==> src/sv/tsii_pkg.sv <==
// Shared types and constants of the two-set insert and intersect block.
package tsii_pkg;

    // Capacity of each set and the number of value bits that are kept.
    localparam int SET_SIZE   = 8;
    localparam int VALUE_BITS = 16;

    // Width of the value field on the ports.
    localparam int VALUE_W = 16;

    // A fill count must hold SET_SIZE itself; a slot index only the slots.
    localparam int CNT_W = $clog2(SET_SIZE + 1);
    localparam int IDX_W = (SET_SIZE > 1) ? $clog2(SET_SIZE) : 1;

    // Mask that drops value bits above VALUE_BITS.
    localparam logic [VALUE_W-1:0] VALUE_MASK = VALUE_W'((64'd1 << VALUE_BITS) - 64'd1);

    // Command codes carried on the input tuser.
    typedef enum logic [1:0] {
        FN_INS_A  = 2'd0,
        FN_INS_B  = 2'd1,
        FN_ISECT  = 2'd2,
        FN_CLEAR  = 2'd3
    } func_t;

    // Result status codes carried on the output tuser.
    typedef enum logic [2:0] {
        ST_INSERTED  = 3'd0,
        ST_DUPLICATE = 3'd1,
        ST_FULL      = 3'd2,
        ST_COMMON    = 3'd3,
        ST_EMPTY     = 3'd4,
        ST_CLEARED   = 3'd5
    } status_t;

    // Sequencer states.
    typedef enum logic [2:0] {
        SQ_IDLE,
        SQ_INS,
        SQ_CLR,
        SQ_WALK,
        SQ_WEND
    } state_t;

endpackage

==> src/sv/two_set_insert_and_intersect.sv <==
// Top level of the two-set insert and intersect block: sequencer, set storage and compare unit.
//
// Usage:
// Commands arrive as beats on the slave stream: tuser[1:0] holds the command
// (insert into A, insert into B, intersect, clear both) and tdata[15:0] the
// value to insert. Results leave as beats on the master stream: tuser[2:0]
// holds the status, tdata[15:0] the value and tlast marks the final result
// beat of a command.
// One command is handled at a time; s_axis_tready is high only while the
// sequencer is idle. An insert or a clear moves from idle to its own state,
// which loads the result into the output register once that register is
// free and then returns to idle. An intersect checks one slot of A per cycle,
// unless a held match waits for a busy output register, with the single
// compare unit, which tests a key against every filled slot of the selected
// set at once. A match is held back by one step so that the last one can
// carry tlast.
// The output register lets the next command be accepted while the final
// result still waits. When the receiver stalls, the sequencer waits at the
// next result it has to hand over and the register holds its beat.
// Reset empties both sets and the output register; no clearing pass is run.
module two_set_insert_and_intersect
(
    input  logic       clk,
    input  logic       rst_n,
    input  logic       s_axis_tvalid,
    output logic       s_axis_tready,
    input  logic [15:0] s_axis_tdata,  // [15:0] item_value
    input  logic [1:0]  s_axis_tuser,  // [1:0] func
    output logic       m_axis_tvalid,
    input  logic       m_axis_tready,
    output logic [15:0] m_axis_tdata,  // [15:0] result_value
    output logic [2:0]  m_axis_tuser,  // [2:0] status
    output logic       m_axis_tlast
);
    import tsii_pkg::*;

    // Sequencer and command registers.
    state_t               state_reg, state_next;
    func_t                func_reg, func_next;
    logic [VALUE_W-1:0]   key_reg, key_next;
    logic [CNT_W-1:0]     idx_reg, idx_next;
    logic [VALUE_W-1:0]   pend_reg, pend_next;
    logic                 pend_valid_reg, pend_valid_next;

    // Set storage.
    logic [VALUE_W-1:0]   a_mem_reg [SET_SIZE];
    logic [VALUE_W-1:0]   b_mem_reg [SET_SIZE];
    logic [CNT_W-1:0]     a_count_reg, a_count_next;
    logic [CNT_W-1:0]     b_count_reg, b_count_next;
    logic                 a_wr_en, b_wr_en;

    // Output register.
    logic                 out_valid_reg, out_valid_next;
    status_t              out_status_reg, out_status_next;
    logic [VALUE_W-1:0]   out_value_reg, out_value_next;
    logic                 out_last_reg, out_last_next;
    logic                 out_free;
    logic                 out_load;

    // Shared compare unit.
    logic                 cmp_use_b;
    logic [VALUE_W-1:0]   cmp_key;
    logic [CNT_W-1:0]     cmp_count;
    logic                 cmp_hit;

    // The compare unit tests one key against all filled slots of one set.
    always_comb
    begin
        cmp_use_b = (state_reg == SQ_WALK) || (func_reg == FN_INS_B);
        cmp_key   = (state_reg == SQ_WALK) ? a_mem_reg[idx_reg[IDX_W-1:0]] : key_reg;
        cmp_count = cmp_use_b ? b_count_reg : a_count_reg;
        cmp_hit   = 1'b0;
        for (int j = 0; j < SET_SIZE; j++)
        begin
            if (CNT_W'(j) < cmp_count)
            begin
                if ((cmp_use_b ? b_mem_reg[j] : a_mem_reg[j]) == cmp_key)
                begin
                    cmp_hit = 1'b1;
                end
            end
        end
    end

    assign out_free      = !out_valid_reg || m_axis_tready;
    assign s_axis_tready = (state_reg == SQ_IDLE);

    // Next state, set updates and result beats.
    always_comb
    begin
        state_next      = state_reg;
        func_next       = func_reg;
        key_next        = key_reg;
        idx_next        = idx_reg;
        pend_next       = pend_reg;
        pend_valid_next = pend_valid_reg;
        a_count_next    = a_count_reg;
        b_count_next    = b_count_reg;
        a_wr_en         = 1'b0;
        b_wr_en         = 1'b0;
        out_valid_next  = out_valid_reg && !m_axis_tready;
        out_status_next = out_status_reg;
        out_value_next  = out_value_reg;
        out_last_next   = out_last_reg;
        out_load        = 1'b0;

        case (state_reg)
            SQ_IDLE:
            begin
                // Take a command beat and decide which sequence runs.
                if (s_axis_tvalid)
                begin
                    func_next       = func_t'(s_axis_tuser);
                    key_next        = s_axis_tdata & VALUE_MASK;
                    idx_next        = '0;
                    pend_valid_next = 1'b0;
                    case (func_t'(s_axis_tuser))
                        FN_INS_A, FN_INS_B: state_next = SQ_INS;
                        FN_ISECT:           state_next = SQ_WALK;
                        FN_CLEAR:           state_next = SQ_CLR;
                        default:            state_next = SQ_IDLE;
                    endcase
                end
            end

            SQ_INS:
            begin
                // Duplicate check comes before the full check.
                if (out_free)
                begin
                    out_load      = 1'b1;
                    out_last_next = 1'b1;
                    if (cmp_hit)
                    begin
                        out_status_next = ST_DUPLICATE;
                        out_value_next  = '0;
                    end
                    else if (cmp_count >= CNT_W'(SET_SIZE))
                    begin
                        out_status_next = ST_FULL;
                        out_value_next  = '0;
                    end
                    else
                    begin
                        out_status_next = ST_INSERTED;
                        out_value_next  = key_reg;
                        if (func_reg == FN_INS_B)
                        begin
                            b_wr_en      = 1'b1;
                            b_count_next = b_count_reg + CNT_W'(1);
                        end
                        else
                        begin
                            a_wr_en      = 1'b1;
                            a_count_next = a_count_reg + CNT_W'(1);
                        end
                    end
                    state_next = SQ_IDLE;
                end
            end

            SQ_CLR:
            begin
                if (out_free)
                begin
                    out_load        = 1'b1;
                    out_status_next = ST_CLEARED;
                    out_value_next  = '0;
                    out_last_next   = 1'b1;
                    a_count_next    = '0;
                    b_count_next    = '0;
                    state_next      = SQ_IDLE;
                end
            end

            SQ_WALK:
            begin
                // One slot of A per cycle unless output stalls; a match waits for the next.
                if (idx_reg >= a_count_reg)
                begin
                    state_next = SQ_WEND;
                end
                else if (cmp_hit && pend_valid_reg && !out_free)
                begin
                    state_next = SQ_WALK;
                end
                else
                begin
                    if (cmp_hit)
                    begin
                        if (pend_valid_reg)
                        begin
                            out_load        = 1'b1;
                            out_status_next = ST_COMMON;
                            out_value_next  = pend_reg;
                            out_last_next   = 1'b0;
                        end
                        pend_next       = cmp_key;
                        pend_valid_next = 1'b1;
                    end
                    idx_next = idx_reg + CNT_W'(1);
                end
            end

            SQ_WEND:
            begin
                // Final beat: the held match, or the empty status.
                if (out_free)
                begin
                    out_load        = 1'b1;
                    out_last_next   = 1'b1;
                    out_status_next = pend_valid_reg ? ST_COMMON : ST_EMPTY;
                    out_value_next  = pend_valid_reg ? pend_reg : '0;
                    pend_valid_next = 1'b0;
                    state_next      = SQ_IDLE;
                end
            end

            default:
            begin
                state_next = SQ_IDLE;
            end
        endcase

        if (out_load)
        begin
            out_valid_next = 1'b1;
        end
    end

    // Control registers.
    always_ff @(posedge clk or negedge rst_n)
    begin
        if (!rst_n)
        begin
            state_reg      <= SQ_IDLE;
            idx_reg        <= '0;
            pend_valid_reg <= 1'b0;
            a_count_reg    <= '0;
            b_count_reg    <= '0;
            out_valid_reg  <= 1'b0;
        end
        else
        begin
            state_reg      <= state_next;
            idx_reg        <= idx_next;
            pend_valid_reg <= pend_valid_next;
            a_count_reg    <= a_count_next;
            b_count_reg    <= b_count_next;
            out_valid_reg  <= out_valid_next;
        end
    end

    // Payload registers.
    always_ff @(posedge clk)
    begin
        func_reg       <= func_next;
        key_reg        <= key_next;
        pend_reg       <= pend_next;
        out_status_reg <= out_status_next;
        out_value_reg  <= out_value_next;
        out_last_reg   <= out_last_next;
    end

    // Set storage writes at the current fill count.
    always_ff @(posedge clk)
    begin
        if (a_wr_en)
        begin
            a_mem_reg[a_count_reg[IDX_W-1:0]] <= key_reg;
        end
        if (b_wr_en)
        begin
            b_mem_reg[b_count_reg[IDX_W-1:0]] <= key_reg;
        end
    end

    // Output ports.
    assign m_axis_tvalid = out_valid_reg;
    assign m_axis_tdata  = out_value_reg;
    assign m_axis_tuser  = out_status_reg;
    assign m_axis_tlast  = out_last_reg;

    // A set never holds more members than its capacity.
    assert property (@(posedge clk) disable iff (!rst_n)
        (a_count_reg <= CNT_W'(SET_SIZE)) && (b_count_reg <= CNT_W'(SET_SIZE)))
        else $error("set fill count beyond capacity");

    // Only a common member can be followed by more result beats.
    assert property (@(posedge clk) disable iff (!rst_n)
        (out_load && !out_last_next) |-> (out_status_next == ST_COMMON))
        else $error("non-final result beat with a status other than common member");

    // The walk index never passes the fill count of A.
    assert property (@(posedge clk) disable iff (!rst_n)
        (state_reg == SQ_WALK) |-> (idx_reg <= a_count_reg))
        else $error("intersect walk beyond the filled slots of A");

    // A new result beat is never loaded over one that has not been taken.
    assert property (@(posedge clk) disable iff (!rst_n)
        (out_valid_reg && !m_axis_tready) |=> !$changed(out_value_reg) || !out_valid_reg)
        else $error("pending result beat overwritten");

endmodule
==> config.mk <==
export PLATFORM = sky130hd
export DESIGN_NAME = two_set_insert_and_intersect
export DESIGN_NICKNAME = d
export VERILOG_FILES = /design/src/sv/tsii_pkg.sv /design/src/sv/two_set_insert_and_intersect.sv
export SDC_FILE = /design/constraint.sdc
export NUM_CORES = 1
export LEC_CHECK = 0
export ABC_AREA = 1
export BUFFER_PORTS_ARGS = -buffer_cell sky130_fd_sc_hd__buf_4
export CORE_ASPECT_RATIO = 0.8
export CORE_MARGIN = 5
export CORE_UTILIZATION = 63
export DETAILED_ROUTE_END_ITERATION = 6
export PLACE_DENSITY_LB_ADDON = 0.3
export SLEW_MARGIN = 20
export SYNTH_ARGS = -nofsm -noshare
export SYNTH_HDL_FRONTEND = slang
export SYNTH_SLANG_ARGS = --single-unit
export TNS_END_PERCENT = 30
==> constraint.sdc <==
create_clock -name clk -period 9.75 [get_ports clk]
set_input_delay 0.975 -clock clk [delete_from_list [all_inputs] [get_ports clk]]
set_output_delay 0.975 -clock clk [all_outputs]
set_load 0.1 [all_outputs]
==> summary.md <==
| Metric | Value |
|---|---|
| Status | completed |
| VDD IR-drop max | 0.000321 V |
| Crit start category | register |
| HP Class | in2async |
| Final setup viols | 0 |
| Die footprint | 30100 sq um |
| Post_cts resized | 0 |
| Setup CP Type | reg2reg |
| CTS tree | done |
| DRC violations left | 0 |
| Pre-antenna DRT Iters | 6 |
| Yosys top cell area share | 0.554 |
| CP max stage delay | 900 ps |
| Worst Clk Skew | 21.8 ps |
| Via density | 5.91 |
| Final worst setup slack | 4310 ps |
| Sequential cell area | 9740 sq um |
| Initial antenna violation count | 0 |
| Largest net degree at the start of global routing | 136 |
| Hold WS | 319 ps |
| Final wirelength | 45100 um |
| Yosys top cell by area | edfxtp_1 |
| Worst slew margin | 0.244 |
| Nets | 1857 |
| Async SR Flop Fraction | 0.0520 |
| Cell Chain, Critical Path | nand3_4 > nand2_8 > buf_6 > a21oi_1 > nand3b_1 > nand2_1 > nor2_1 > nand2_1 > nor2_1 > nand2_1 > nand2_1 > nor2_1 > nand2_1 > nand2_2 > nand2_4 > nor2_1 > nand2_1 > nor2_2 |
| Root Driver | clkbuf_16 |
| GRT overflow | 0 |
| Num rows | 53 |
| Element type at the critical path end | register |
| Post-synth top flop | edfxtp_1 |
| DP Wirelength | 30000 um |
| P per Cell Area | 345 nW/um^2 |
| EDFF count, synth | 310 |
| CORE AREA | 26300 sq um |
| Fillers | 1992 |
| Port Buffers | 43 |
| Critical path's slowest cell | nor2_2 |
| Distinct cell type count after synthesis | 47 |
| Mean Syn Cell Area | 9.32 sq um |
| Worst Path Max Fanout | 135 |
| Setup TNS Final | 0 ps |
| Syn Inst Count | 1802 |
| WP buf/inv | 1 |
| Final core occ | 0.704 |
| CTS clk-pin slew, worst paths | 70 ps |
| Critical Path AT | 5560 ps |
| Final Hold Fails | 0 |
| FF+latch count, synth | 327 |
| Multi-input logic area | 5900 sq um |
| Die Ht | 156 um |
| First-pass GRT wire length | 69300 um |
| Worst EP required | 9870 ps |
| Number of clock buffers inserted by TritonCTS | 35 |
| Period utilisation layout | 0.558 |
| CP dominant cell by count | nand2_1 |
| Syn Nets | 1831 |
| Synth top area cells | edfxtp_1 (55%), nand2_1 (11%), nor2_1 (4.8%), inv_1 (4.5%), nand3_1 (3.6%) |
| Area delta synth->final | 9.99% |
| H-tree Lvls | 2 |
| Via count | 13069 |
| Top Ports | 44 |
| Wire length per cell | 20.4 um |
| Initial DRC Count | 1849 |
| Critical path's top delay family | simple AND/OR/NAND/NOR gates |
| Maxcap violations | 0 |
| Slew Viols, Final | 0 |
| Postcts setup bufs | 0 |
| Sink Count | 327 |
| Hold-fix buffers, CTS | 0 |
| Leak | 7.67 nW |
| Routed Antenna Nets | 0 |
| Gr usage total | 0.302 |
| Dpl cells | 2148 |
| RSZ-0062 raised after global routing | false |
| Synthesized cell area | 16800 sq um |
| Maximum root-to-sink buffer count | 3 |
| Diodes inserted | 0 |
| Vias in the first global route | 12223 |
| Clock latency on the worst-skew pair | 520 ps |
| GPL Wtd Cong | 1.04 |
| Tightest Pin Transition | 1130 ps |
| Initial Util | 0.640 |
| Pre-CTS setup slack | 4140 ps |
| Non-filler cells, final | 2210 |
| Fmax achieved | 184 MHz |
| Register area share after synthesis | 0.579 |
| Ys Warns | 0 |
| Die Wd | 193 um |
| Share of layout cells above drive strength 1 | 0.0912 |
| Minimum clock period | 5440 ps |
==> Yosys cell counts, drive strengths merged, types with 14 or more instances <==
library cell / instances
dfrtp: 17
buf: 65
a21oi: 81
o21ai: 62
xor2: 25
nand3: 140
o2bb2ai: 16
nand2: 522
nor2: 218
nand3b: 73
edfxtp: 310
mux2i: 14
inv: 205
==> final timing paths <==
path                       slack (ps)  depth (start not counted)                      from                    endpoint
max                              4310                         18  state_reg[1]$_DFFE_PN0P_   b_mem_reg[0][3]$_DFFE_PP_
min                               320                          1                     rst_n  a_count_reg[1]$_DFFE_PN0P_
max reg2reg                      4310                         18  state_reg[1]$_DFFE_PN0P_   b_mem_reg[0][3]$_DFFE_PP_
min reg2reg                       520                          1     pend_reg[3]$_DFFE_PP_   m_axis_tdata[3]$_DFFE_PP_
max in group asynchronous        9200                          1                     rst_n      idx_reg[1]$_DFFE_PN0P_
min in group clk                  520                          1     pend_reg[3]$_DFFE_PP_   m_axis_tdata[3]$_DFFE_PP_
==> layout by cell type (no fill, tap or decap), types with 3 or more instances in the layout <==
cell | netlist | routed
a21oi_1 | 81 | 81
buf_4 | 26 | 55
bufinv_16 | 0 | 6
clkbuf_16 | 0 | 37
clkinv_1 | 0 | 10
clkinv_2 | 1 | 8
dfrtp_1 | 17 | 15
edfxtp_1 | 310 | 310
ha_1 | 7 | 7
inv_1 | 201 | 201
inv_2 | 3 | 3
mux2i_1 | 14 | 14
nand2_1 | 512 | 512
nand2_2 | 6 | 6
nand2_4 | 4 | 3
nand3_1 | 120 | 120
nand3_2 | 16 | 16
nand3_4 | 4 | 4
nand3b_1 | 72 | 72
nand4_1 | 10 | 10
nor2_1 | 215 | 202
nor2_2 | 2 | 13
nor2_4 | 1 | 3
nor3_1 | 3 | 3
o211ai_1 | 4 | 4
o21ai_0 | 47 | 46
o21ai_1 | 14 | 15
o2bb2ai_1 | 16 | 16
or2_1 | 7 | 7
or2_2 | 3 | 3
xor2_1 | 25 | 25
==> kinds of logic after synthesis <==
group / Yosys count / share of synthesized area
xor gates and xnor gates: 27 / 0.0141
buffers and inverters: 273 / 0.0735
DFF: 327 / 0.579
adders and majority gates: 7 / 0.00521
muxes: 14 / 0.00834
AOI/OAI and AO/OA: 171 / 0.0565
and+or+nand+nor: 983 / 0.263
==> layout make-up <==
class | instances | area share
Timing Repair Buffer | 56 | 0.0230
Clock inverter | 25 | 0.0147
Tap cell | 357 | 0.0242
Clock buffer | 37 | 0.0501
Multi-Input combinational cell | 1202 | 0.319
Inverter | 206 | 0.0420
Sequential cell | 327 | 0.527
==> through the flow <==
stage	area [sq um]	power (mW)
2_1_floorplan	16800	4.23
3_3_place_gp	17300	4.86
3_5_place_dp	17300	4.92
4_1_cts	18500	6.31
5_1_grt	18500	6.70
6_report	18500	6.38
==> power breakdown <==
group	switching, mW	internal, mW
clock network	0.545	0.846
logic	2.06	0.754
registers	0.263	1.91
total	2.87	3.51
==> worst reg2reg max path, stage by stage, from the launching register on <==
cell,delay (ps)
dfrtp_1,460
nand3_4,380
nand2_8,730
buf_6,780
a21oi_1,240
nand3b_1,200
nand2_1,120
nor2_1,60
nand2_1,80
nor2_1,50
nand2_1,100
nand2_1,70
nor2_1,90
nand2_1,80
nand2_2,140
nand2_4,150
nor2_1,200
nand2_1,210
nor2_2,900
==> routing by layer <==
metal / global-route usage / part of all wire / up-vias
met5: 0 / 0 / -
met4: 0.0784 / 0.027 / 0
met3: 0.0559 / 0.13 / 116
met2: 0.461 / 0.43 / 915
met1: 0.454 / 0.41 / 6004
li1: - / - / 6034
Power figures use the tool's default switching activity.
